`src/rtl/rle_isd_pkg.sv`:
```
// Shared types and constants for the run-length image stream decoder.
package rle_isd_pkg;

  // Run store capacity and derived widths
  localparam int MAX_RUNS = 1024;
  localparam int RUN_AW   = $clog2(MAX_RUNS);
  localparam int RUN_CW   = $clog2(MAX_RUNS + 1);
  localparam int LEN_W    = 32;
  localparam int COLOR_W  = 24;

  // Header layout
  localparam logic [7:0] GRAY_FLAG  = 8'd192;
  localparam logic [3:0] SKIP_A_LEN = 4'd14;
  localparam logic [3:0] WORD16_LEN = 4'd2;
  localparam logic [3:0] SKIP_B_LEN = 4'd4;
  localparam logic [3:0] SKIP_C_LEN = 4'd3;
  localparam logic [3:0] SKIP_D_LEN = 4'd4;
  localparam logic [3:0] WORD32_LEN = 4'd4;
  localparam logic [3:0] RGB_LEN    = 4'd3;

  // Stream commands (in_tuser) and result kinds (out_tuser)
  localparam logic CMD_BYTE    = 1'b0;
  localparam logic CMD_PULL    = 1'b1;
  localparam logic KIND_HEADER = 1'b0;
  localparam logic KIND_PIXEL  = 1'b1;

  // Result tdata layout
  localparam int OUT_DATA_W    = 64;
  localparam int OUT_USED_W    = 59;
  localparam int OUT_PAD_W     = OUT_DATA_W - OUT_USED_W;
  localparam int PIX_VALID_BIT = 57;

  typedef enum logic [3:0] {
    PH_SKIP_A,
    PH_WIDTH,
    PH_HEIGHT,
    PH_SKIP_B,
    PH_FLAG,
    PH_SKIP_C,
    PH_STRING,
    PH_SKIP_D,
    PH_COUNT,
    PH_LENS,
    PH_COLORS,
    PH_EMIT
  } phase_t;

  typedef enum logic {
    EM_IDLE,
    EM_READ
  } em_state_t;

  // Parser status seen by the expander
  typedef struct packed {
    logic [15:0]       width;
    logic [15:0]       height;
    logic              gray;
    logic              overflow;
    logic              emit_phase;
    logic [RUN_CW-1:0] colors_loaded;
  } parse_info_t;

  // Header result event, one cycle wide
  typedef struct packed {
    logic valid;
    logic overflow;
  } hdr_evt_t;

  // Write port into the run stores
  typedef struct packed {
    logic               len_we;
    logic               color_we;
    logic [RUN_AW-1:0]  addr;
    logic [LEN_W-1:0]   len_data;
    logic [COLOR_W-1:0] color_data;
  } store_wr_t;

endpackage

```
`src/rtl/rle_isd_expander.sv`:
```
// Run expander: turns pulls into pixel results and owns the result register.
module rle_isd_expander (
  input  logic                               clk,
  input  logic                               rst_n,
  input  logic                               pull_go,
  output logic                               busy,
  input  rle_isd_pkg::parse_info_t           info,
  input  rle_isd_pkg::hdr_evt_t              hdr,
  output logic [rle_isd_pkg::RUN_AW-1:0]     rd_addr,
  input  logic [rle_isd_pkg::LEN_W-1:0]      rd_len,
  input  logic [rle_isd_pkg::COLOR_W-1:0]    rd_color,
  output logic                               out_tvalid,
  input  logic                               out_tready,
  output logic [rle_isd_pkg::OUT_DATA_W-1:0] out_tdata,
  output logic                               out_tuser,
  output logic                               out_tlast
);

  rle_isd_pkg::em_state_t                   state_r, state_nxt;
  logic [rle_isd_pkg::RUN_CW-1:0]           run_r, run_nxt;
  logic [31:0]                              cnt_r, cnt_nxt;
  logic                                     out_valid_r, out_valid_nxt;
  logic                                     out_kind_r, out_kind_nxt;
  logic                                     out_last_r, out_last_nxt;
  logic [rle_isd_pkg::OUT_DATA_W-1:0]       out_data_r, out_data_nxt;
  logic                                     pull_ok;
  logic                                     len_zero;
  logic [31:0]                              cnt_inc;
  logic [rle_isd_pkg::RUN_CW-1:0]           run_inc;
  logic [rle_isd_pkg::COLOR_W-1:0]          pix_color;

  assign pull_ok   = info.emit_phase && (run_r < info.colors_loaded);
  assign len_zero  = rd_len == '0;
  assign cnt_inc   = cnt_r + 32'd1;
  assign run_inc   = run_r + 1'b1;
  assign pix_color = len_zero ? '0 : rd_color;
  assign rd_addr   = run_r[rle_isd_pkg::RUN_AW-1:0];
  assign busy      = state_r == rle_isd_pkg::EM_READ;

  // Control registers
  always_ff @(posedge clk) begin
    if (!rst_n) begin
      state_r     <= rle_isd_pkg::EM_IDLE;
      run_r       <= '0;
      cnt_r       <= '0;
      out_valid_r <= 1'b0;
    end else begin
      state_r     <= state_nxt;
      run_r       <= run_nxt;
      cnt_r       <= cnt_nxt;
      out_valid_r <= out_valid_nxt;
    end
  end

  // Result payload
  always_ff @(posedge clk) begin
    out_kind_r <= out_kind_nxt;
    out_last_r <= out_last_nxt;
    out_data_r <= out_data_nxt;
  end

  // Next state and result build
  always_comb begin
    state_nxt     = state_r;
    run_nxt       = run_r;
    cnt_nxt       = cnt_r;
    out_valid_nxt = out_valid_r;
    out_kind_nxt  = out_kind_r;
    out_last_nxt  = out_last_r;
    out_data_nxt  = out_data_r;

    if (out_valid_r && out_tready) begin
      out_valid_nxt = 1'b0;
    end

    case (state_r)
      rle_isd_pkg::EM_IDLE: begin
        // memory read of the current run starts now
        if (pull_go && pull_ok) begin
          state_nxt = rle_isd_pkg::EM_READ;
        end
        if (hdr.valid) begin
          out_valid_nxt = 1'b1;
          out_kind_nxt  = rle_isd_pkg::KIND_HEADER;
          out_last_nxt  = 1'b0;
          out_data_nxt  = {{rle_isd_pkg::OUT_PAD_W{1'b0}}, hdr.overflow, 1'b0, 24'd0,
                           info.gray, info.height, info.width};
        end
      end
      rle_isd_pkg::EM_READ: begin
        state_nxt     = rle_isd_pkg::EM_IDLE;
        out_valid_nxt = 1'b1;
        out_kind_nxt  = rle_isd_pkg::KIND_PIXEL;
        out_last_nxt  = !len_zero && (run_inc == info.colors_loaded) && (cnt_inc == rd_len);
        out_data_nxt  = {{rle_isd_pkg::OUT_PAD_W{1'b0}}, info.overflow, !len_zero,
                         pix_color[7:0], pix_color[15:8], pix_color[23:16],
                         info.gray, info.height, info.width};
        // zero-length runs are skipped after one invalid pixel
        if (len_zero || (cnt_inc == rd_len)) begin
          cnt_nxt = '0;
          run_nxt = run_inc;
        end else begin
          cnt_nxt = cnt_inc;
        end
      end
      default: begin
        state_nxt = rle_isd_pkg::EM_IDLE;
      end
    endcase
  end

  assign out_tvalid = out_valid_r;
  assign out_tdata  = out_data_r;
  assign out_tuser  = out_kind_r;
  assign out_tlast  = out_last_r;

`ifndef SYNTHESIS
  // read cycle only follows an accepted pull
  a_read_after_pull: assert property (@(posedge clk) disable iff (!rst_n)
    (state_r == rle_isd_pkg::EM_READ) |-> $past(pull_go))
    else $error("expander read without pull");

  // result register is free whenever a read completes
  a_read_slot_free: assert property (@(posedge clk) disable iff (!rst_n)
    (state_r == rle_isd_pkg::EM_READ) |-> !out_valid_r)
    else $error("pixel result would overwrite pending result");

  // expansion never runs past the loaded colors
  a_run_bound: assert property (@(posedge clk) disable iff (!rst_n)
    info.emit_phase |-> (run_r <= info.colors_loaded))
    else $error("run index beyond loaded colors");

  // header results carry no pixel flags
  a_header_clean: assert property (@(posedge clk) disable iff (!rst_n)
    (out_valid_r && (out_kind_r == rle_isd_pkg::KIND_HEADER))
      |-> (!out_data_r[rle_isd_pkg::PIX_VALID_BIT] && !out_last_r))
    else $error("header result with pixel flags");
`endif

endmodule

```
`config.mk`:
```
export PLATFORM = sky130hd
export DESIGN_NAME = rle_isd_expander
export DESIGN_NICKNAME = d
export VERILOG_FILES = /design/src/rtl/rle_isd_pkg.sv /design/src/rtl/rle_isd_expander.sv
export SDC_FILE = /design/constraint.sdc
export NUM_CORES = 1
export LEC_CHECK = 0
export ABC_AREA = 1
export BUFFER_PORTS_ARGS = -buffer_cell sky130_fd_sc_hd__buf_2
export CAP_MARGIN = 10
export CORE_MARGIN = 5
export CORE_UTILIZATION = 45
export DETAILED_ROUTE_END_ITERATION = 16
export PLACE_DENSITY = 0.75
export REMOVE_ABC_BUFFERS = 1
export SLEW_MARGIN = 10
export SYNTH_ARGS = -nofsm -noshare
export SYNTH_HDL_FRONTEND = slang
export SYNTH_SLANG_ARGS = --single-unit
```
`constraint.sdc`:
```
create_clock -name clk -period 3.2 [get_ports clk]
set_input_delay 0.64 -clock clk [delete_from_list [all_inputs] [get_ports clk]]
set_output_delay 0.64 -clock clk [all_outputs]
set_load 0.01 [all_outputs]
```
==> impl_metrics.ini, run 1 <==
[die]
die_area_sq_um = 16550
die_x_um = 128.7
start_util_pct = 45.81
coreArea_sq_um = 13830
io-pin-count = 186
rows = 43
die_h_um = 128.7

[timing]
worstMarginPinSlew_ns = 0.5649
min_period_ns = 2.816
finalHoldViolCount = 0
timing.fmax_mhz = 355.1
drv_slew = 0
finalSetupTns_ns = 0
rsz0062_at_grt = false
max-slew-margin-rel_pct = 61.99
timing.final.ws_setup_ns = 0.3843
min_period_over_period_pct = 87.99
setup_viol = 0
fin_worst_skew_ns = 0.008865

[cts]
clk_path_buf_depth = 2
cts_buffers = 9
ctsHoldBuffers = 0
h-tree-depth = 3
cts_resized = 0
clock_latency_ns = 0.36
cts_setup_buffers = 0
clk_pin_slew_ns = 0.08
cts_tree = yes
clock_sinks = 106
cts-root-buf = clkbuf_16

[power_and_ir_drop]
clockPowerShare_pct = 36.8
leakage_nw = 3.530
powerDensity_nw_per_um2 = 377.7
total_power_mw = 2.888
power_frac_comb_pct = 11.0
p_switching_mw = 0.7308
switching_share_pct = 25.30
vdd.ir_drop.worst_v = 0.0002264
pwr-share-seq_pct = 52.2
internal-power_mw = 2.157

[yosys]
ys_ff_latch = 106
synthTopCellsByCount = nand2_1, inv_1, nor2_1
yosysTopAreaCell = edfxtp_1
syn-cell-area_sq_um = 6335
yosysMostFrequentCell = nand2_1
synth_top_area_share_pct = 28.92
syn-instance-count = 856
ys_types = 38
synth-main-ff-cell = edfxtp_1
ys_seq_area_share_pct = 43.14
synthTopCellsByArea = edfxtp_1, dfxtp_1, nand2_1
avgSynthCellArea_sq_um = 7.400
async_reset_ff_share_pct = 0
yosys_warnings = 0
synth_edf_count = 61

[layout]
fin_area_sq_um = 7647
post-route-util_pct = 55.31
area_growth_pct = 20.72
drive_gt1_share_pct = 22.03
num-nets-final = 1151
diodes = 0
num-fill-cells = 1314

[detailed_routing]
drc = 0
vias_per_cell = 5.192
wire_per_inst_um = 15.17
drtAntennaViolNets = 0
via_count = 6308
firstDrtPassIters = 7
drt-total-wl_um = 18430
drt_iter0_markers = 561

[global_routing]
grt_max_degree = 56
antenna_found_initial = 0
grt_pass1_vias = 5713
grt_pass1_wl_um = 28010
grt.total_usage_pct = 21.31
grt-ovfl-total = 0

[flow_run]
drv_cap = 0

[run_status]
status = finished clean

[placed_design]
dp_slack_ns = 0.4413
post_dp_cell_area_sq_um = 7368
gp_congestion = 0.9811
numPortBuffers = 180
hpwl_um = 14480

[critical_path]
timing.critical_path.fanout_max = 21
cp-start-kind = flop
cp-end-kind = flop
worstPathArrival_ns = 3.12
crit_type = flop to flop
critPathRequiredTime_ns = 3.50

[worst_hold_path]
hp-class = primary input to flop
==> worst max-delay path, stage by stage, from the launching register on <==
cell     delay [ns]
dfxtp_1        0.38
ha_1           0.22
nand2_2        0.13
nor2_8         0.22
nand2_4        0.10
nor2_4         0.22
nand2_1        0.08
nand2_1        0.10
nand2_1        0.06
nand2_1        0.09
nand2_1        0.06
nor2_1         0.12
nand2_1        0.06
nor2_1         0.13
nand3_2        0.13
nand2_2        0.32
nand2_1        0.12
nand2_1        0.08
nand2_1        0.04
nor2_1         0.09
==> worst paths after layout <==
check | slack, ns | from | end | depth (start not counted)
max | 0.38 | cnt_r[1] | run_r[2] | 19
max reg2reg | 0.38 | cnt_r[1] | run_r[2] | 19
min reg2reg | 0.47 | out_tvalid | out_tvalid | 2
min | 0.45 | info[23] | out_tdata[25] | 1
==> routing by layer <==
metal | global-route usage [%] | up-vias | wire length (um)
met3 | 4.442 | 54 | 1803
met1 | 26.40 | 2817 | 7395
met4 | 8.524 | 0 | 564
li1 | - | 3132 | -
met2 | 36.28 | 305 | 8669
met5 | 0 | - | 0
==> power groups by stage <==
stage               Combinational [mW]  Sequential (mW)  Clock, mW
floorplan                        0.104             1.57          0
global placement                 0.313             1.54          0
finish                           0.318             1.51       1.06
detailed placement               0.317             1.54          0
CTS                              0.318             1.51       1.08
global route                     0.348             1.51       1.13
==> final cells by class <==
class / instances / area, sq um / area share, %
multi-input cells: 600 / 2964 / 38.76
well taps: 180 / 225.2 / 2.945
inverters: 124 / 465.4 / 6.086
clock inverters: 6 / 50.05 / 0.6545
flip-flops and latches: 106 / 2733 / 35.73
repair buffers: 189 / 980.9 / 12.83
clock buffers: 10 / 229.0 / 2.994
==> per-stage QoR <==
| step | hold slack (ns) | std cells |
|---|---|---|
| after global placement | 0.4480 | 1199 |
| after global routing | 0.4436 | 1215 |
| after floorplan | 0.4677 | 830 |
| after CTS | 0.4452 | 1215 |
| final | 0.4532 | 1215 |
| after detailed placement | 0.4595 | 1199 |
==> registers in the layout (all words and copies together) (netlist names) <==
name	flops
out_tvalid	1
run_r	11
busy	1
out_tuser	1
out_tdata	59
out_tlast	1
cnt_r	32
==> placed cells by master (no fill, tap or decap), types with 6 or more instances in the layout <==
master,synthesis,layout
a21oi_1,26,26
buf_2,0,180
buf_4,18,8
clkbuf_16,0,9
dfxtp_1,45,45
edfxtp_1,61,61
ha_1,13,13
inv_1,122,121
nand2_1,227,227
nand2_2,7,7
nand3_1,103,103
nand3b_1,7,7
nand4_1,17,17
nor2_1,105,105
nor2_4,6,6
nor4_1,9,9
o21ai_0,15,15
o22ai_1,18,18
xor2_1,16,16
==> kinds of logic (layout without fill, tap and decap cells) <==
kind of cell | after synthesis | in the layout | synth area share, %
xor+xnor | 21 | 21 | 3.338
buf+inv | 154 | 329 | 10.31
flops | 106 | 106 | 43.14
compound gates | 68 | 68 | 6.083
simple gates | 493 | 493 | 34.51
fa+ha+maj | 13 | 13 | 2.568
other cells | 1 | 5 | 0.05920
Note: power is estimated with default switching activity, not from simulation.
==> inputs of run 2 (changes only) <==
--- a/config.mk
+++ b/config.mk
@@ -11,6 +11,7 @@
 export CORE_MARGIN = 5
 export CORE_UTILIZATION = 45
 export DETAILED_ROUTE_END_ITERATION = 16
+export GPL_TIMING_DRIVEN = 0
 export PLACE_DENSITY = 0.75
 export REMOVE_ABC_BUFFERS = 1
 export SLEW_MARGIN = 10
==> run 2 against run 1 <==
Against the previous run:
- core utilization up 0.14 points
- worst setup slack got worse by 0.14 ns
- sequential share of layout area shrank 0.087 points
- fmax decreased by 4.6%
- power grew 5.4%
- global-route usage shrank 0.54 points
- first-iteration DRC count is 23% lower
- clock skew rose by 0.0011 ns
- cell count down 0.66%
- critical path depth fell by 5
- critical path type unchanged
- critical endpoint is now cnt_r[18]
==> impl_metrics.ini, run 2 (synthesized netlist as in run 1, its figures left out) <==
[placed_design]
hpwl_um = 13630
numPortBuffers = 180
gp_congestion = 0.9838

[cts]
cts_tree = yes
clk_pin_slew_ns = 0.08
cts_buffers = 9
h-tree-depth = 3
cts-root-buf = clkbuf_16
clk_path_buf_depth = 2
clock_sinks = 106
clock_latency_ns = 0.35
ctsHoldBuffers = 0

[die]
io-pin-count = 186
rows = 43
coreArea_sq_um = 13830
die_h_um = 128.7
die_x_um = 128.7
start_util_pct = 45.81
die_area_sq_um = 16550

[power_and_ir_drop]
leakage_nw = 3.525
powerDensity_nw_per_um2 = 397.0
vdd.ir_drop.worst_v = 0.0002101

[global_routing]
antenna_found_initial = 0
grt_max_degree = 44
grt.total_usage_pct = 20.76
grt_pass1_wl_um = 27120
grt-ovfl-total = 0
grt_pass1_vias = 5598

[detailed_routing]
drc = 0
drtAntennaViolNets = 0
via_count = 6099
wire_per_inst_um = 14.54
firstDrtPassIters = 5
drt-total-wl_um = 17550
vias_per_cell = 5.053
drt_iter0_markers = 433

[timing]
timing.fmax_mhz = 338.8
finalSetupTns_ns = 0
rsz0062_at_grt = true
setup_viol = 0
min_period_over_period_pct = 92.24
worstMarginPinSlew_ns = 1.048
drv_slew = 0
fin_worst_hold_slack_ns = 0.4569
max-slew-margin-rel_pct = 30.07
min_period_ns = 2.952
fin_worst_skew_ns = 0.01001
finalHoldViolCount = 0

[layout]
num-fill-cells = 1282
final_common_cell = nand2_1
diodes = 0
post-route-util_pct = 55.44
final_cell_mix = nand2_1, buf_2, inv_1, nor2_1, nand3_1
ff_latch_area_sq_um = 2733
num-nets-final = 1143
drive_gt1_share_pct = 21.62
multi_input_area_sq_um = 2995
largest_reg_flops = 59
area_growth_pct = 21.02

[critical_path]
reg2reg_from = cnt_r[4]
cp-start-kind = flop
timing.critical_path.fanout_max = 21
reg2reg_depth = 14
crit_type = flop to flop
cp-end-kind = flop
critPathBufInv = 1
critPathRequiredTime_ns = 3.40
cp-startpoint = cnt_r[4]
path_delay_family = simple AND/OR/NAND/NOR gates
cp_cell_sequence = nand2_1 > nor2_4 > nand2_2 > nor2_4 > nand3_1 > nand2_1 > xor2_1 > nand2_1 > nor2_1 > nand3_4 > nand2_8 > inv_2 > nand3_1 > o21ai_0
worst_path_most_repeated_cell = nand2_1
timing.rr.end = cnt_r[18]
critical-path-max-stage-delay_ns = 0.45
worstPathArrival_ns = 3.15
cp_slowest_cell = dfxtp_1
reg2reg_setup_slack_ns = 0.25

[worst_hold_path]
worstHoldEndpoint = out_tdata[32]
min_from = info[13]
hp-class = primary input to flop
hold_depth = 1

[flow_run]
drv_cap = 0

[run_status]
status = finished clean
[run 2: cell type report]
class                           count  area share, %
Multi-Input combinational cell    600          39.07
Sequential cell                   106          35.65
Timing Repair Buffer              181          12.01
Inverter                          124          6.071
Clock buffer                       10          2.987
Tap cell                          180          2.938
Clock inverter                      6          1.273
[run 2: worst register-to-register path: stages (launching register included)]
cell and delay, ns:
dfxtp_1 0.45, nand2_1 0.17, nor2_4 0.18, nand2_2 0.12, nor2_4 0.26, nand3_1 0.13
nand2_1 0.11, xor2_1 0.30, nand2_1 0.09, nor2_1 0.22, nand3_4 0.18, nand2_8 0.21
inv_2 0.17, nand3_1 0.11, o21ai_0 0.10
[run 2: worst max path at each step]
stage                      endpoint  slack [ns]  cells after the start
final                     cnt_r[18]        0.25                     14
after CTS                 cnt_r[18]        0.16                     18
after floorplan           cnt_r[15]        0.67                     18
after global routing      cnt_r[18]      -0.004                     18
after global placement    cnt_r[22]       -0.34                     18
after detailed placement  cnt_r[22]       -0.41                     18
[run 2: timing repair]
item	in CTS	in global routing
setup endpoints to repair	22	11
resized for setup	2	4
setup buffers	0	0
[run 2: metal layers]
metal  share of wire (%)  track usage (%)  vias up  routed length, um
li1                    -                -     3120                  -
met1                  42            25.86     2721               7370
met2                  47            35.40      225               8236
met3                 8.5            3.653       33               1489
met4                 2.6            8.894        0                454
met5                   0                0        -                  0
[run 2: stage by stage]
stage / std cells / worst slack (ns) / instance area [sq um] / total power, mW
2_1_floorplan: 830 / 0.6692 / 6162 / 1.676
3_3_place_gp: 1190 / -0.3352 / 7288 / 1.841
3_5_place_dp: 1191 / -0.4086 / 7308 / 1.849
4_1_cts: 1207 / 0.1565 / 7642 / 3.067
5_1_grt: 1207 / -0.004197 / 7666 / 3.157
6_report: 1207 / 0.2485 / 7666 / 3.043
[run 2: where the power goes]
part	leakage (nW)	switching (mW)	internal (mW)
clock	0.159	0.528	0.698
combinational	2.38	0.185	0.121
sequential	0.982	0.0156	1.50
total	3.52	0.729	2.31
