`config.mk`:
```
export PLATFORM = sky130hd
export DESIGN_NAME = rle_isd_parser
export DESIGN_NICKNAME = d
export VERILOG_FILES = /design/src/rtl/rle_isd_pkg.sv /design/src/rtl/rle_isd_parser.sv
export SDC_FILE = /design/constraint.sdc
export NUM_CORES = 1
export LEC_CHECK = 0
export ABC_AREA = 1
export BUFFER_PORTS_ARGS = -buffer_cell sky130_fd_sc_hd__buf_2
export CAP_MARGIN = 20
export CORE_MARGIN = 5
export CORE_UTILIZATION = 55
export CTS_CLUSTER_SIZE = 25
export DETAILED_ROUTE_END_ITERATION = 7
export PLACE_DENSITY = 0.78
export SLEW_MARGIN = 5
export SYNTH_ARGS = -nofsm -noshare
export SYNTH_HDL_FRONTEND = slang
export SYNTH_SLANG_ARGS = --single-unit
```
`constraint.sdc`:
```
create_clock -name clk -period 6.45 [get_ports clk]
set_input_delay 0.645 -clock clk [delete_from_list [all_inputs] [get_ports clk]]
set_output_delay 0.645 -clock clk [all_outputs]
set_load 0.02 [all_outputs]
```
`src/rtl/rle_isd_pkg.sv`:
```
// Shared types and constants for the run-length image stream decoder.
package rle_isd_pkg;

  // Run store capacity and derived widths
  localparam int MAX_RUNS = 1024;
  localparam int RUN_AW   = $clog2(MAX_RUNS);
  localparam int RUN_CW   = $clog2(MAX_RUNS + 1);
  localparam int LEN_W    = 32;
  localparam int COLOR_W  = 24;

  // Header layout
  localparam logic [7:0] GRAY_FLAG  = 8'd192;
  localparam logic [3:0] SKIP_A_LEN = 4'd14;
  localparam logic [3:0] WORD16_LEN = 4'd2;
  localparam logic [3:0] SKIP_B_LEN = 4'd4;
  localparam logic [3:0] SKIP_C_LEN = 4'd3;
  localparam logic [3:0] SKIP_D_LEN = 4'd4;
  localparam logic [3:0] WORD32_LEN = 4'd4;
  localparam logic [3:0] RGB_LEN    = 4'd3;

  // Stream commands (in_tuser) and result kinds (out_tuser)
  localparam logic CMD_BYTE    = 1'b0;
  localparam logic CMD_PULL    = 1'b1;
  localparam logic KIND_HEADER = 1'b0;
  localparam logic KIND_PIXEL  = 1'b1;

  // Result tdata layout
  localparam int OUT_DATA_W    = 64;
  localparam int OUT_USED_W    = 59;
  localparam int OUT_PAD_W     = OUT_DATA_W - OUT_USED_W;
  localparam int PIX_VALID_BIT = 57;

  typedef enum logic [3:0] {
    PH_SKIP_A,
    PH_WIDTH,
    PH_HEIGHT,
    PH_SKIP_B,
    PH_FLAG,
    PH_SKIP_C,
    PH_STRING,
    PH_SKIP_D,
    PH_COUNT,
    PH_LENS,
    PH_COLORS,
    PH_EMIT
  } phase_t;

  typedef enum logic {
    EM_IDLE,
    EM_READ
  } em_state_t;

  // Parser status seen by the expander
  typedef struct packed {
    logic [15:0]       width;
    logic [15:0]       height;
    logic              gray;
    logic              overflow;
    logic              emit_phase;
    logic [RUN_CW-1:0] colors_loaded;
  } parse_info_t;

  // Header result event, one cycle wide
  typedef struct packed {
    logic valid;
    logic overflow;
  } hdr_evt_t;

  // Write port into the run stores
  typedef struct packed {
    logic               len_we;
    logic               color_we;
    logic [RUN_AW-1:0]  addr;
    logic [LEN_W-1:0]   len_data;
    logic [COLOR_W-1:0] color_data;
  } store_wr_t;

endpackage

```
`src/rtl/rle_isd_parser.sv`:
```
// Header and run-data parser: walks the byte stream and fills the run stores.
module rle_isd_parser (
  input  logic                      clk,
  input  logic                      rst_n,
  input  logic                      byte_go,
  input  logic [7:0]                data_byte,
  output rle_isd_pkg::parse_info_t  info,
  output rle_isd_pkg::hdr_evt_t     hdr,
  output rle_isd_pkg::store_wr_t    wr
);

  rle_isd_pkg::phase_t               phase_r, phase_nxt;
  logic [3:0]                        cnt_r, cnt_nxt;
  logic [31:0]                       acc_r, acc_nxt;
  logic [15:0]                       width_r, width_nxt;
  logic [15:0]                       height_r, height_nxt;
  logic                              gray_r, gray_nxt;
  logic [31:0]                       total_r, total_nxt;
  logic [31:0]                       item_r, item_nxt;
  logic [rle_isd_pkg::RUN_CW-1:0]    loaded_r, loaded_nxt;
  logic [31:0]                       acc_shift;
  logic [31:0]                       item_inc;
  logic                              item_fits;
  logic                              color_done;
  logic [rle_isd_pkg::COLOR_W-1:0]   color_word;

  assign acc_shift = {acc_r[23:0], data_byte};
  assign item_inc  = item_r + 32'd1;
  assign item_fits = item_r < 32'(rle_isd_pkg::MAX_RUNS);

  // State registers
  always_ff @(posedge clk) begin
    if (!rst_n) begin
      phase_r  <= rle_isd_pkg::PH_SKIP_A;
      cnt_r    <= '0;
      acc_r    <= '0;
      width_r  <= '0;
      height_r <= '0;
      gray_r   <= 1'b0;
      total_r  <= '0;
      item_r   <= '0;
      loaded_r <= '0;
    end else begin
      phase_r  <= phase_nxt;
      cnt_r    <= cnt_nxt;
      acc_r    <= acc_nxt;
      width_r  <= width_nxt;
      height_r <= height_nxt;
      gray_r   <= gray_nxt;
      total_r  <= total_nxt;
      item_r   <= item_nxt;
      loaded_r <= loaded_nxt;
    end
  end

  // Per-byte parse step
  always_comb begin
    phase_nxt     = phase_r;
    cnt_nxt       = cnt_r;
    acc_nxt       = acc_r;
    width_nxt     = width_r;
    height_nxt    = height_r;
    gray_nxt      = gray_r;
    total_nxt     = total_r;
    item_nxt      = item_r;
    loaded_nxt    = loaded_r;
    hdr.valid     = 1'b0;
    hdr.overflow  = acc_shift > 32'(rle_isd_pkg::MAX_RUNS);
    wr.len_we     = 1'b0;
    wr.color_we   = 1'b0;
    wr.addr       = item_r[rle_isd_pkg::RUN_AW-1:0];
    wr.len_data   = acc_shift;
    color_done    = 1'b0;
    color_word    = gray_r ? {3{data_byte}} : acc_shift[rle_isd_pkg::COLOR_W-1:0];
    wr.color_data = color_word;

    if (byte_go) begin
      case (phase_r)
        rle_isd_pkg::PH_SKIP_A: begin
          cnt_nxt = cnt_r + 4'd1;
          if (cnt_r == rle_isd_pkg::SKIP_A_LEN - 4'd1) begin
            cnt_nxt   = '0;
            phase_nxt = rle_isd_pkg::PH_WIDTH;
          end
        end
        rle_isd_pkg::PH_WIDTH: begin
          width_nxt = {width_r[7:0], data_byte};
          cnt_nxt   = cnt_r + 4'd1;
          if (cnt_r == rle_isd_pkg::WORD16_LEN - 4'd1) begin
            cnt_nxt   = '0;
            phase_nxt = rle_isd_pkg::PH_HEIGHT;
          end
        end
        rle_isd_pkg::PH_HEIGHT: begin
          height_nxt = {height_r[7:0], data_byte};
          cnt_nxt    = cnt_r + 4'd1;
          if (cnt_r == rle_isd_pkg::WORD16_LEN - 4'd1) begin
            cnt_nxt   = '0;
            phase_nxt = rle_isd_pkg::PH_SKIP_B;
          end
        end
        rle_isd_pkg::PH_SKIP_B: begin
          cnt_nxt = cnt_r + 4'd1;
          if (cnt_r == rle_isd_pkg::SKIP_B_LEN - 4'd1) begin
            cnt_nxt   = '0;
            phase_nxt = rle_isd_pkg::PH_FLAG;
          end
        end
        rle_isd_pkg::PH_FLAG: begin
          gray_nxt  = data_byte == rle_isd_pkg::GRAY_FLAG;
          cnt_nxt   = '0;
          phase_nxt = rle_isd_pkg::PH_SKIP_C;
        end
        rle_isd_pkg::PH_SKIP_C: begin
          cnt_nxt = cnt_r + 4'd1;
          if (cnt_r == rle_isd_pkg::SKIP_C_LEN - 4'd1) begin
            cnt_nxt   = '0;
            phase_nxt = rle_isd_pkg::PH_STRING;
          end
        end
        rle_isd_pkg::PH_STRING: begin
          // name string runs up to and including its zero terminator
          if (data_byte == 8'd0) begin
            cnt_nxt   = '0;
            phase_nxt = rle_isd_pkg::PH_SKIP_D;
          end
        end
        rle_isd_pkg::PH_SKIP_D: begin
          cnt_nxt = cnt_r + 4'd1;
          if (cnt_r == rle_isd_pkg::SKIP_D_LEN - 4'd1) begin
            cnt_nxt   = '0;
            acc_nxt   = '0;
            phase_nxt = rle_isd_pkg::PH_COUNT;
          end
        end
        rle_isd_pkg::PH_COUNT: begin
          acc_nxt = acc_shift;
          cnt_nxt = cnt_r + 4'd1;
          if (cnt_r == rle_isd_pkg::WORD32_LEN - 4'd1) begin
            total_nxt  = acc_shift;
            cnt_nxt    = '0;
            acc_nxt    = '0;
            item_nxt   = '0;
            loaded_nxt = '0;
            hdr.valid  = 1'b1;
            phase_nxt  = (acc_shift == 32'd0) ? rle_isd_pkg::PH_EMIT : rle_isd_pkg::PH_LENS;
          end
        end
        rle_isd_pkg::PH_LENS: begin
          acc_nxt = acc_shift;
          cnt_nxt = cnt_r + 4'd1;
          if (cnt_r == rle_isd_pkg::WORD32_LEN - 4'd1) begin
            wr.len_we = item_fits;
            item_nxt  = item_inc;
            cnt_nxt   = '0;
            acc_nxt   = '0;
            if (item_inc == total_r) begin
              item_nxt  = '0;
              phase_nxt = rle_isd_pkg::PH_COLORS;
            end
          end
        end
        rle_isd_pkg::PH_COLORS: begin
          if (gray_r) begin
            color_done = 1'b1;
          end else begin
            acc_nxt = acc_shift;
            cnt_nxt = cnt_r + 4'd1;
            if (cnt_r == rle_isd_pkg::RGB_LEN - 4'd1) begin
              color_done = 1'b1;
            end
          end
          // one color complete: store it if the store has room, and advance
          if (color_done) begin
            wr.color_we = item_fits;
            if (item_fits) begin
              loaded_nxt = item_inc[rle_isd_pkg::RUN_CW-1:0];
            end
            item_nxt = item_inc;
            cnt_nxt  = '0;
            acc_nxt  = '0;
            if (item_inc == total_r) begin
              phase_nxt = rle_isd_pkg::PH_EMIT;
            end
          end
        end
        default: begin
          // expansion phase: further bytes are dropped
        end
      endcase
    end
  end

  // Status toward the expander
  assign info.width         = width_r;
  assign info.height        = height_r;
  assign info.gray          = gray_r;
  assign info.overflow      = total_r > 32'(rle_isd_pkg::MAX_RUNS);
  assign info.emit_phase    = phase_r == rle_isd_pkg::PH_EMIT;
  assign info.colors_loaded = loaded_r;

endmodule

```
==> results of run 1 <==
==> registers in the layout (all words and copies together), names as in the netlist <==
name / count
item_r: 32
total_r: 32
acc_r: 24
height_r: 16
width_r: 16
loaded_r: 11
cnt_r: 4
phase_r: 4
gray_r: 1
==> through the flow <==
| stage | setup WS (ns) | hold WS, ns | cells | utilization |
|---|---|---|---|---|
| 4_1_cts | 2.80 | 0.462 | 1547 | 0.634 |
| 3_5_place_dp | 3.14 | 0.452 | 1515 | 0.593 |
| 6_report | 2.78 | 0.462 | 1548 | 0.635 |
| 3_3_place_gp | 3.13 | 0.447 | 1515 | 0.593 |
| 2_1_floorplan | 3.86 | 0.457 | 1277 | - |
| 5_1_grt | 2.50 | 0.474 | 1548 | 0.635 |
==> per-layer routing <==
layer  part of all wire  GRT usage  wire length (microns)  vias to the layer above
li1                   -          -                      -                     4337
met1               0.43      0.389                  11300                     4072
met2               0.45      0.451                  11700                      441
met3              0.093     0.0761                   2410                       52
met4              0.021     0.0874                    544                        0
met5                  0          0                      0                        -
==> final cells by class <==
type | instances | area, sq um | share of cell area
multi-input cells | 939 | 4460 | 0.484
flip-flops and latches | 140 | 2800 | 0.304
repair buffers | 133 | 683 | 0.0741
inverters | 120 | 450 | 0.0488
clock buffers | 20 | 447 | 0.0484
well taps | 184 | 230 | 0.0250
clock inverters | 12 | 148 | 0.0160
==> critical path, stage by stage (launching register included) <==
cell and delay (ns):
dfxtp_1 0.45, inv_1 0.13, nor2_1 0.14, inv_1 0.11, nor2_1 0.76, inv_1 0.36, nor4_1 0.37, buf_2 0.26
==> cells in the mapped netlist, drive strengths merged <==
cell type  instances  area [sq um]
a41oi              1          8.76
a211oi             1          7.51
nor3               9          45.0
or2                1          6.26
o31ai              1          7.51
o41ai              1          8.76
nand2            357          1370
ha                 4          50.1
a311oi             1          8.76
inv              117           439
dfxtp            140          2800
o22ai              1          6.26
o21ai             60           300
nand4             25           171
a31oi              2          12.5
xnor2              1          8.76
a21oi            152           761
a21o               1          7.51
nor2             131           576
buf               42           297
o211a              1          10.0
nor4              13          81.3
clkinv             3          11.3
xor2               2          17.5
clkbuf            36           135
xor3               1          23.8
nand3b             6          45.0
nand3            167           911
==> path summary, 6_finish.rpt <==
kind | to | from | cells after the start | slack [ns]
max | wr[66] | phase_r[3] | 7 | 2.78
min | loaded_r[7] | loaded_r[7] | 2 | 0.46
min reg2reg | loaded_r[7] | loaded_r[7] | 2 | 0.46
max reg2reg | phase_r[2] | phase_r[3] | 11 | 3.06
==> cell families after synthesis <==
| group | Yosys count | share of synthesized area |
|---|---|---|
| AND/OR/NAND/NOR | 709 | 0.395 |
| AO/OA/AOI/OAI | 222 | 0.140 |
| buffers and inverters | 198 | 0.108 |
| flip-flops | 140 | 0.345 |
| XOR/XNOR | 4 | 0.00616 |
| adder cells (fa/ha/maj) | 4 | 0.00616 |
==> power groups by stage <==
stage / Sequential, mW / Clock [mW] / Combinational, mW
2_1_floorplan: 0.939 / 0 / 0.245
3_3_place_gp: 0.937 / 0 / 0.338
4_1_cts: 0.919 / 1.01 / 0.343
3_5_place_dp: 0.937 / 0 / 0.338
6_report: 0.920 / 1.00 / 0.349
5_1_grt: 0.923 / 1.05 / 0.385
==> out/metrics.csv, run 1 <==
stage,metric,value,unit
power,p_leak,3.86,nW
setup_path,start_kind,register,
power,clockPowerShare,0.442,
route,drc,0,
clocking,hold_buffers,0,
power,power_density,246,mW/mm^2
setup_path,critPathRequiredTime,5.80,ns
route,wl_per_cell,16.8,microns
sta,rsz0062_at_grt,false,
clocking,htreeDepth,4,
clocking,cts-root-buf,clkbuf_16,
floorplanning,rows,44,
power,irDropWorstVdd,0.204,mV
cells_and_area,antennaDiodeCount,0,
placed_design,dp_hpwl,18.8,mm
power,p_seq_frac,0.405,
global_route,antenna_found_initial,0,
clocking,cts.clk_slew.worst_paths,0.06,ns
cells_and_area,fin_area,0.00923,sq mm
clocking,postCtsSetupBuffers,0,
flow_run,max-cap-violations,0,
worst_hold_path,min_path_type,reg2reg,
cells_and_area,fin_nets,1366,
yosys,synthCells,1277,
cells_and_area,filler_cell_count,1383,
yosys,synth_seq_cells,140,
route,firstDrtPassIters,8,
route,routed_via_density,5.75,
floorplanning,fp.dieW,132,microns
power,power_switching,0.703,mW
sta,fmax,273,MHz
placed_design,dpl_cell_area,0.00862,sq mm
cells_and_area,mostFrequentLayoutCells,"345 x nand2_1, 152 x nand3_1, 152 x a21oi_1, 140 x dfxtp_1, 126 x buf_2",
route,antenna_left,0,
floorplanning,dieArea,0.0173,sq mm
yosys,yosysWarnings,0,
clocking,cts_buffers,17,
route,dr_total_vias,8902,
floorplanning,start_util,0.559,
sta,worst_pin_slew,0.989,ns
cells_and_area,final_common_cell,nand2_1,
global_route,grtUsageTotal,0.288,
yosys,synth_area,0.00813,sq mm
sta,slew_headroom,0.338,
sta,fin_crit,3.67,ns
setup_path,cp_max_fo,14,
sta,finalCritPeriodShare,0.568,
placed_design,place.gp.congestion,0.990,
route,drtIter0Drc,970,
global_route,grt_max_degree,65,
floorplanning,die_h,132,microns
setup_path,endpoint_kind,output port,
yosys,synth.distinct_cells,40,
yosys,synth_area_per_cell,6.37,sq um
power,p_comb_frac,0.154,
yosys,ys_seq_area_frac,0.345,
setup_path,path_class,reg2out,
global_route,grt_overflow_total,0,
clocking,clk_latency,0.43,ns
yosys,synth_nets,1292,
global_route,grt_pass1_wl,41.4,mm
global_route,grt_pass1_vias,8016,
power,internal-power,1.57,mW
clocking,ctsResizeCount,0,
power,report.power.total,2.27,mW
floorplanning,core,0.0145,sq mm
cells_and_area,area_delta_synth_final,13.4,%
sta,hold_viol,0,
floorplanning,ios,127,
clocking,cts_buffer_depth,2,
cells_and_area,drive_above_1_share,0.155,
clocking,cts_sinks,140,
setup_path,cp.arrival,3.02,ns
placed_design,portBuffers,126,
run_status,outcome,"finished, final reports clean",
sta,skew,0.00906,ns
power,p_sw_frac,0.309,
sta,setup_viol,0,
clocking,cts_tree,yes,
sta,drv_slew,0,
sta,tns,0,ns
route,wl,26.0,mm
No activity file was read; power rests on OpenSTA's default activity.
==> run 2: changes to the inputs <==
--- a/config.mk
+++ b/config.mk
@@ -5,14 +5,14 @@
 export SDC_FILE = /design/constraint.sdc
 export NUM_CORES = 1
 export LEC_CHECK = 0
-export ABC_AREA = 1
+export ABC_AREA = 0
 export BUFFER_PORTS_ARGS = -buffer_cell sky130_fd_sc_hd__buf_2
 export CAP_MARGIN = 20
 export CORE_MARGIN = 5
-export CORE_UTILIZATION = 55
+export CORE_UTILIZATION = 51
 export CTS_CLUSTER_SIZE = 25
 export DETAILED_ROUTE_END_ITERATION = 7
-export PLACE_DENSITY = 0.78
+export PLACE_DENSITY = 0.76
 export SLEW_MARGIN = 5
 export SYNTH_ARGS = -nofsm -noshare
 export SYNTH_HDL_FRONTEND = slang
==> constraint.sdc (replaced) <==
create_clock -name clk -period 3.2 [get_ports clk]
set_input_delay 0.32 -clock clk [delete_from_list [all_inputs] [get_ports clk]]
set_output_delay 0.32 -clock clk [all_outputs]
set_load 0.02 [all_outputs]
==> run 2 against run 1 <==
Effect of this change: the flow now finishes with violations (setup timing); synthesized area decreased by 7.6%; via count down 9.3%; sequential share of layout area is 0.21 points lower; largest power group unchanged; synthesized cell count down 22%; cell count down 14%; clock skew rose by 0.00064 ns; core utilization rose by 1.0 points; critical path type is now reg2reg.
==> out/metrics.csv, run 2 <==
stage,metric,value,unit,change
run_status,outcome,finished with violations,,
run_status,violations,setup timing,,
power,p_sw_frac,0.265,,-0.0440
route,routed_via_density,6.04,,+5.1%
placed_design,place.gp.congestion,1.01,,+2.4%
cells_and_area,top_regs,"item_r: 32 flops, total_r: 32 flops, acc_r: 24 flops",,
power,p_comb_frac,0.028,,-0.126
route,wl,24.2,mm,-6.9%
clocking,clk_latency,0.44,ns,about the same
sta,setup_viol,1,,+1
sta,drv_slew,0,,unchanged
setup_path,cp.arrival,3.51,ns,+0.49 ns
sta,worst_pin_slew,0.742,ns,-0.246 ns
yosys,synth_nets,1017,,-21%
clocking,cts-root-buf,clkbuf_16,,
clocking,cts_buffers,17,,unchanged
floorplanning,start_util,0.519,,-0.0406
route,dr_total_vias,8074,,-9.3%
cells_and_area,mostFrequentLayoutCells,"189 x nand2_1, 128 x dfxtp_1, 126 x buf_2, 87 x a21oi_1, 86 x buf_4",,
setup_path,cp_max_fo,6,,-8
global_route,grt_pass1_vias,7246,,-9.6%
floorplanning,core,0.0145,sq mm,-0.38%
setup_path,cp_top_family,simple AND/OR/NAND/NOR gates,,
global_route,grt_max_degree,57,,-12%
route,drtIter0Drc,1038,,+7.0%
cells_and_area,area_delta_synth_final,24.3,%,
setup_path,path_class,reg2reg,,
placed_design,dp_cells,1296,,-14%
setup_path,endpoint_kind,register,,
global_route,grtUsageTotal,0.264,,-0.0241
yosys,netlist.area_leader.share,0.373,,+0.0284
yosys,synth_area,0.00751,sq mm,-7.6%
floorplanning,ios,127,,unchanged
power,internal-power,2.84,mW,+81%
worst_hold_path,min_path_type,in2reg,,
yosys,synthCells,1002,,-22%
cells_and_area,antennaDiodeCount,0,,unchanged
sta,finalCritPeriodShare,1.00,,
power,p_leak,3.79,nW,-1.8%
cells_and_area,final_common_cell,nand2_1,,
yosys,synth.cells.most_frequent,"189 x nand2_1, 140 x dfxtp_1, 87 x a21oi_1",,
flow_run,max-cap-violations,0,,unchanged
setup_path,max_stage_delay,0.61,ns,-0.15 ns
yosys,synth.distinct_cells,69,,+73%
global_route,grt_pass1_wl,37.9,mm,-8.4%
yosys,yosysWarnings,0,,unchanged
global_route,grt_overflow_total,0,,unchanged
clocking,cts_buffer_depth,2,,unchanged
yosys,synth_seq_cells,140,,unchanged
power,report.power.total,3.86,mW,+70%
sta,fmax,312,MHz,
setup_path,critPathSlowestCell,or4_4,,
power,clockPowerShare,0.519,,+0.077
yosys,yosys_most_used_dff,dfxtp_1,,
floorplanning,dieArea,0.0173,sq mm,-0.34%
floorplanning,rows,44,,unchanged
yosys,yosys-top-cells-area,"dfxtp_1 37%, nand2_1 9.4%, a21oi_1 5.8%",,
cells_and_area,multiInputGateArea,0.00419,sq mm,-6.2%
power,p_seq_frac,0.453,,+0.048
cells_and_area,drive_above_1_share,0.253,,+0.0979
cells_and_area,filler_cell_count,1235,,-11%
sta,hold_viol,0,,unchanged
sta,skew,0.00970,ns,+0.000639 ns
clocking,cts.clk_slew.worst_paths,0.08,ns,+0.02 ns
cells_and_area,fin_nets,1154,,-16%
yosys,synth_most_common_cell,nand2_1,,
power,power_switching,1.02,mW,+46%
global_route,antenna_found_initial,0,,unchanged
sta,fin_crit,3.20,ns,
clocking,hold_buffers,0,,unchanged
clocking,cts_tree,yes,,
clocking,cts_sinks,140,,unchanged
cells_and_area,seq_area,0.00282,sq mm,+0.54%
power,power_density,413,mW/mm^2,+68%
sta,whs,0.208,ns,-0.254 ns
yosys,synth_area_per_cell,7.50,sq um,+18%
setup_path,critPathRequiredTime,3.51,ns,-2.29 ns
cells_and_area,utilization,0.645,,+0.0102
route,antenna_left,0,,unchanged
setup_path,crit_chain,"nand4_4, or4_4, o311a_1, or4_4, nor4_4, and4_4, a21oi_4, buf_4, o2111ai_1, o31ai_1",,
floorplanning,fp.dieW,131,microns,-0.17%
placed_design,portBuffers,126,,unchanged
sta,tns,-0.000290,ns,-0.000290 ns
yosys,synth_top_area_cell,dfxtp_1,,
sta,slew_headroom,0.500,,+0.161
setup_path,crit_top_cell,or4_4,,
setup_path,path_buf_inv,1,,-3
setup_path,start_kind,register,,
route,drc,0,,unchanged
floorplanning,die_h,131,microns,-0.17%
sta,setup_ws,-0.000290,ns,-2.78 ns
route,firstDrtPassIters,8,,unchanged
cells_and_area,fin_cells,1336,,-14%
yosys,ys_seq_area_frac,0.373,,+0.0284
route,wl_per_cell,18.1,microns,+7.9%
yosys,async_flop_share,0,,unchanged
yosys,synth_edf_count,0,,unchanged
power,irDropWorstVdd,0.365,mV,+79%
placed_design,dp_hpwl,17.1,mm,-9.0%
clocking,htreeDepth,4,,unchanged
==> run 2: cell count changes in the layout (fill, tap and decap cells not counted), sizes merged, moves of 28 or more <==
cell	delta
a21oi	-64
xnor2	+28
nand3	-132
nand2	-168
inv	-83
buf	+85
nor2	-51
==> run 2: final timing paths <==
kind | from | end | slack, ns | depth (start not counted)
worst min-delay path | data_byte[2] | height_r[2] | 0.21 | 3
worst max-delay path | item_r[2] | item_r[17] | -0.0003 | 10
worst min register to register | height_r[14] | height_r[14] | 0.45 | 2
worst max register to register | item_r[2] | item_r[17] | -0.0003 | 10
==> run 2: final cells by class <==
type / count / area share
clock inverter: 15 / 0.0202
clock buffer: 17 / 0.0456
inverter: 33 / 0.0134
tap: 184 / 0.0247
multi-input combinational: 729 / 0.449
sequential: 140 / 0.302
timing repair buffer: 218 / 0.146
==> run 2: worst reg2reg max path: stages, from the launching register on <==
cell	delay [ns]
dfxtp_2	0.36
nand4_4	0.11
or4_4	0.61
o311a_1	0.33
or4_4	0.50
nor4_4	0.24
and4_4	0.29
a21oi_4	0.10
buf_4	0.18
o2111ai_1	0.22
o31ai_1	0.13
==> run 2: metal layers <==
layer  vias up  routed length, microns  track usage  part of all wire
met2       487                   10700        0.394              0.44
met1      3713                   10300        0.373              0.43
met5         -                       0            0                 0
met3        70                    2480       0.0570              0.10
li1       3804                       -            -                 -
met4         0                     715        0.101             0.030
==> run 2: timing repair <==
action                     CTS  global route
buffers inserted             0             8
setup endpoints to repair    8            32
gates cloned                 0             0
pin swaps                    0            14
gates resized for setup      2            35
==> run 2: cell families (layout without fill, tap and decap cells) <==
family	after synthesis	after routing	share of synthesized area
compound gates	242	242	0.208
mux	3	3	0.00400
fa+ha+maj	4	4	0.00666
buf+inv	133	283	0.0838
flops	140	140	0.373
xor+xnor	46	46	0.0555
simple gates	434	434	0.269
==> run 2: power by group through the flow <==
stage / combinational, mW / sequential [mW] / clock (mW)
2_1_floorplan: 0.0725 / 1.79 / 0
6_report: 0.108 / 1.75 / 2.00
4_1_cts: 0.107 / 1.75 / 2.01
3_5_place_dp: 0.106 / 1.79 / 0
5_1_grt: 0.116 / 1.75 / 2.08
3_3_place_gp: 0.105 / 1.79 / 0
==> run 2: per-stage QoR <==
step                setup slack (ns)  instance area, sq um
floorplan                   0.000382                  7510
detailed placement           -0.0185                  8510
global placement              0.0188                  8510
CTS                           0.0262                  9140
finish                     -0.000290                  9340
global route                 -0.0780                  9340
==> run 3: changes to the inputs <==
--- a/config.mk
+++ b/config.mk
@@ -8,11 +8,14 @@
 export ABC_AREA = 0
 export BUFFER_PORTS_ARGS = -buffer_cell sky130_fd_sc_hd__buf_2
 export CAP_MARGIN = 20
+export CELL_PAD_IN_SITES_DETAIL_PLACEMENT = 0
+export CELL_PAD_IN_SITES_GLOBAL_PLACEMENT = 1
+export CORE_ASPECT_RATIO = 1.2
 export CORE_MARGIN = 5
-export CORE_UTILIZATION = 51
+export CORE_UTILIZATION = 37
 export CTS_CLUSTER_SIZE = 25
 export DETAILED_ROUTE_END_ITERATION = 7
-export PLACE_DENSITY = 0.76
+export PLACE_DENSITY_LB_ADDON = 0.1
 export SLEW_MARGIN = 5
 export SYNTH_ARGS = -nofsm -noshare
 export SYNTH_HDL_FRONTEND = slang
==> run 3 against run 2 <==
Effect of this change: the flow now finishes without violations; global-route usage shrank 3.9 points; register-to-register slack gained 0.08 ns; sequential power is essentially flat; die area grew 35%; power grew 0.20%; critical endpoint is now item_r[18]; highest routed layer unchanged.
==> out/metrics.csv, run 3 (synthesized netlist as in run 2, its figures left out) <==
stage,metric,value,unit,change
cells_and_area,final_common_cell,nand2_1,,
clocking,clk_latency,0.42,ns,-0.02 ns
power,internal-power,2.90,mW,+2.2%
cells_and_area,top_regs,"item_r: 32 flops, total_r: 32 flops, acc_r: 24 flops",,
floorplanning,die_h,166,microns,+26%
setup_path,cp_num_cells,13,,+3
sta,slew_headroom,0.376,,-0.124
setup_path,crit_top_cell,buf_4,,
route,drtIter0Drc,716,,-31%
global_route,grt_overflow_total,0,,unchanged
setup_path,rrSetupSlack,0.08,ns,+0.08 ns
power,p_leak,3.90,nW,+2.8%
setup_path,critPathSlowestCell,a211o_4,,
setup_path,max_stage_delay,0.37,ns,-0.24 ns
clocking,hold_buffers,0,,unchanged
sta,setup_ws,0.0758,ns,+0.0761 ns
floorplanning,dieArea,0.0233,sq mm,+35%
cells_and_area,antennaDiodeCount,0,,unchanged
worst_hold_path,min_path_type,in2reg,,
floorplanning,start_util,0.374,,-0.145
clocking,cts_sinks,140,,unchanged
route,wl,26.8,mm,+11%
cells_and_area,fin_nets,1176,,+1.9%
global_route,antenna_found_initial,0,,unchanged
global_route,grt_max_degree,62,,+8.8%
route,drc,0,,unchanged
clocking,cts_buffers,17,,unchanged
cells_and_area,drive_above_1_share,0.266,,+0.0132
run_status,outcome,"finished, final reports clean",,
power,irDropWorstVdd,0.344,mV,-5.7%
power,p_seq_frac,0.452,,about the same
setup_path,r2r-end,item_r[18],,
sta,drv_slew,0,,unchanged
sta,finalCritPeriodShare,0.976,,-0.0238
placed_design,post-place-ws,-0.0132,ns,+0.00533 ns
power,p_comb_frac,0.030,,+0.002
setup_path,path_buf_inv,5,,+4
route,wl_per_cell,18.6,microns,+2.6%
sta,setup_viol,0,,-1
setup_path,critPathRequiredTime,3.52,ns,about the same
placed_design,place.gp.congestion,0.903,,-11%
setup_path,cp.arrival,3.44,ns,-0.07 ns
setup_path,reg2reg_depth,13,,+3
route,dr_total_vias,7878,,-2.4%
setup_path,endpoint_kind,register,,
route,antenna_left,0,,unchanged
power,power_density,403,mW/mm^2,-2.5%
placed_design,dp_cells,1403,,+8.3%
cells_and_area,utilization,0.477,,-0.168
power,p_sw_frac,0.251,,-0.0144
floorplanning,fp.dieW,140,microns,+6.6%
clocking,cts_buffer_depth,2,,unchanged
clocking,htreeDepth,4,,unchanged
floorplanning,core,0.0201,sq mm,+39%
floorplanning,rows,57,,+30%
floorplanning,ios,127,,unchanged
power,clockPowerShare,0.518,,about the same
flow_run,max-cap-violations,0,,unchanged
route,firstDrtPassIters,5,,-3
sta,worst_pin_slew,0.926,ns,+0.184 ns
setup_path,crit_path_end,item_r[18],,
setup_path,cp_max_fo,11,,+5
sta,whs,0.229,ns,+0.0210 ns
route,routed_via_density,5.47,,-9.4%
sta,fin_crit,3.12,ns,-0.0761 ns
setup_path,path_class,reg2reg,,
global_route,grt_pass1_wl,42.3,mm,+12%
clocking,cts_tree,yes,,
global_route,grtUsageTotal,0.225,,-0.0385
setup_path,timing.critical_path.from,item_r[6],,
placed_design,dp_hpwl,19.6,mm,+15%
sta,fmax,320,MHz,+2.4%
sta,skew,0.0108,ns,+0.00106 ns
power,power_switching,0.970,mW,-5.2%
setup_path,cp_top_family,simple AND/OR/NAND/NOR gates,,
cells_and_area,fin_cells,1439,,+7.7%
worst_hold_path,min_from,data_byte[2],,
clocking,cts-root-buf,clkbuf_16,,
cells_and_area,area_delta_synth_final,27.7,%,
cells_and_area,mostFrequentLayoutCells,"189 x nand2_1, 133 x dfxtp_1, 126 x buf_2, 109 x buf_4, 87 x a21oi_1",,
sta,hold_viol,0,,unchanged
cells_and_area,filler_cell_count,2125,,+72%
setup_path,r2r-start,item_r[6],,
setup_path,start_kind,register,,
global_route,grt_pass1_vias,7679,,+6.0%
clocking,cts.clk_slew.worst_paths,0.07,ns,about the same
placed_design,portBuffers,126,,unchanged
setup_path,crit_chain,"buf_4, nand4_1, nor4_2, buf_4, nand4_1, xnor2_1, nor4_1, buf_4, and4_4, a211o_4, buf_8, buf_4, o41ai_2",,
==> run 3: cell types whose count changed in the layout (fill, tap and decap cells not counted), moves of 3 or more <==
| cell | delta |
|---|---|
| buf_4 | +23 |
| clkinv_8 | -5 |
| dfxtp_1 | +5 |
| dfxtp_2 | -5 |
| buf_6 | -3 |
| clkinvlp_4 | +3 |
==> run 3: repair_timing <==
action                     in CTS  in global routing
gates resized for setup         3                 32
setup endpoints to repair      11                 35
pin swaps                       0                 15
setup buffers                   0                  4
cloned                          0                  0
==> run 3: metrics by stage <==
stage | area, sq um | total power, mW | TNS (ns)
after floorplan | 7510 | 1.86 | 0
after global placement | 8830 | 1.90 | -0.0328
after detailed placement | 8830 | 1.90 | -0.0208
after CTS | 9430 | 3.91 | 0
after global routing | 9600 | 4.00 | -0.0407
final | 9600 | 3.87 | 0
==> run 3: area by class of cell <==
class / instances / area (sq um) / area share
multi-input combinational: 729 / 4210 / 0.439
sequential: 140 / 2810 / 0.293
timing repair buffer: 240 / 1530 / 0.159
clock buffer: 18 / 439 / 0.0458
tap: 265 / 332 / 0.0346
clock inverter: 14 / 150 / 0.0156
inverter: 33 / 125 / 0.0130
==> run 3: worst min-delay path by stage <==
| stage | end | slack [ns] | depth (start not counted) |
|---|---|---|---|
| final | width_r[2] | 0.23 | 3 |
| after detailed placement | height_r[14] | 0.45 | 2 |
| after floorplan | total_r[9] | 0.46 | 2 |
| after CTS | width_r[2] | 0.21 | 3 |
| after global routing | width_r[2] | 0.24 | 3 |
| after global placement | height_r[14] | 0.44 | 2 |
==> run 3: power groups by stage <==
stage	clock network, mW	registers, mW	logic, mW
floorplan	0	1.79	0.0725
global placement	0	1.79	0.117
detailed placement	0	1.79	0.117
CTS	2.05	1.75	0.118
global route	2.13	1.75	0.126
finish	2.00	1.75	0.116
==> run 3: worst min-delay path, stage by stage <==
cell     delay (ns)
buf_2          0.16
nand2_1        0.07
a21oi_1        0.05
==> run 3: routing by layer <==
| layer | track usage | part of all wire | up-vias | routed length (microns) |
|---|---|---|---|---|
| met3 | 0.0446 | 0.052 | 40 | 1380 |
| met5 | 0 | 0 | - | 0 |
| met4 | 0.0708 | 0.021 | 0 | 561 |
| met2 | 0.379 | 0.48 | 250 | 13000 |
| met1 | 0.290 | 0.44 | 3740 | 11900 |
| li1 | - | - | 3848 | - |
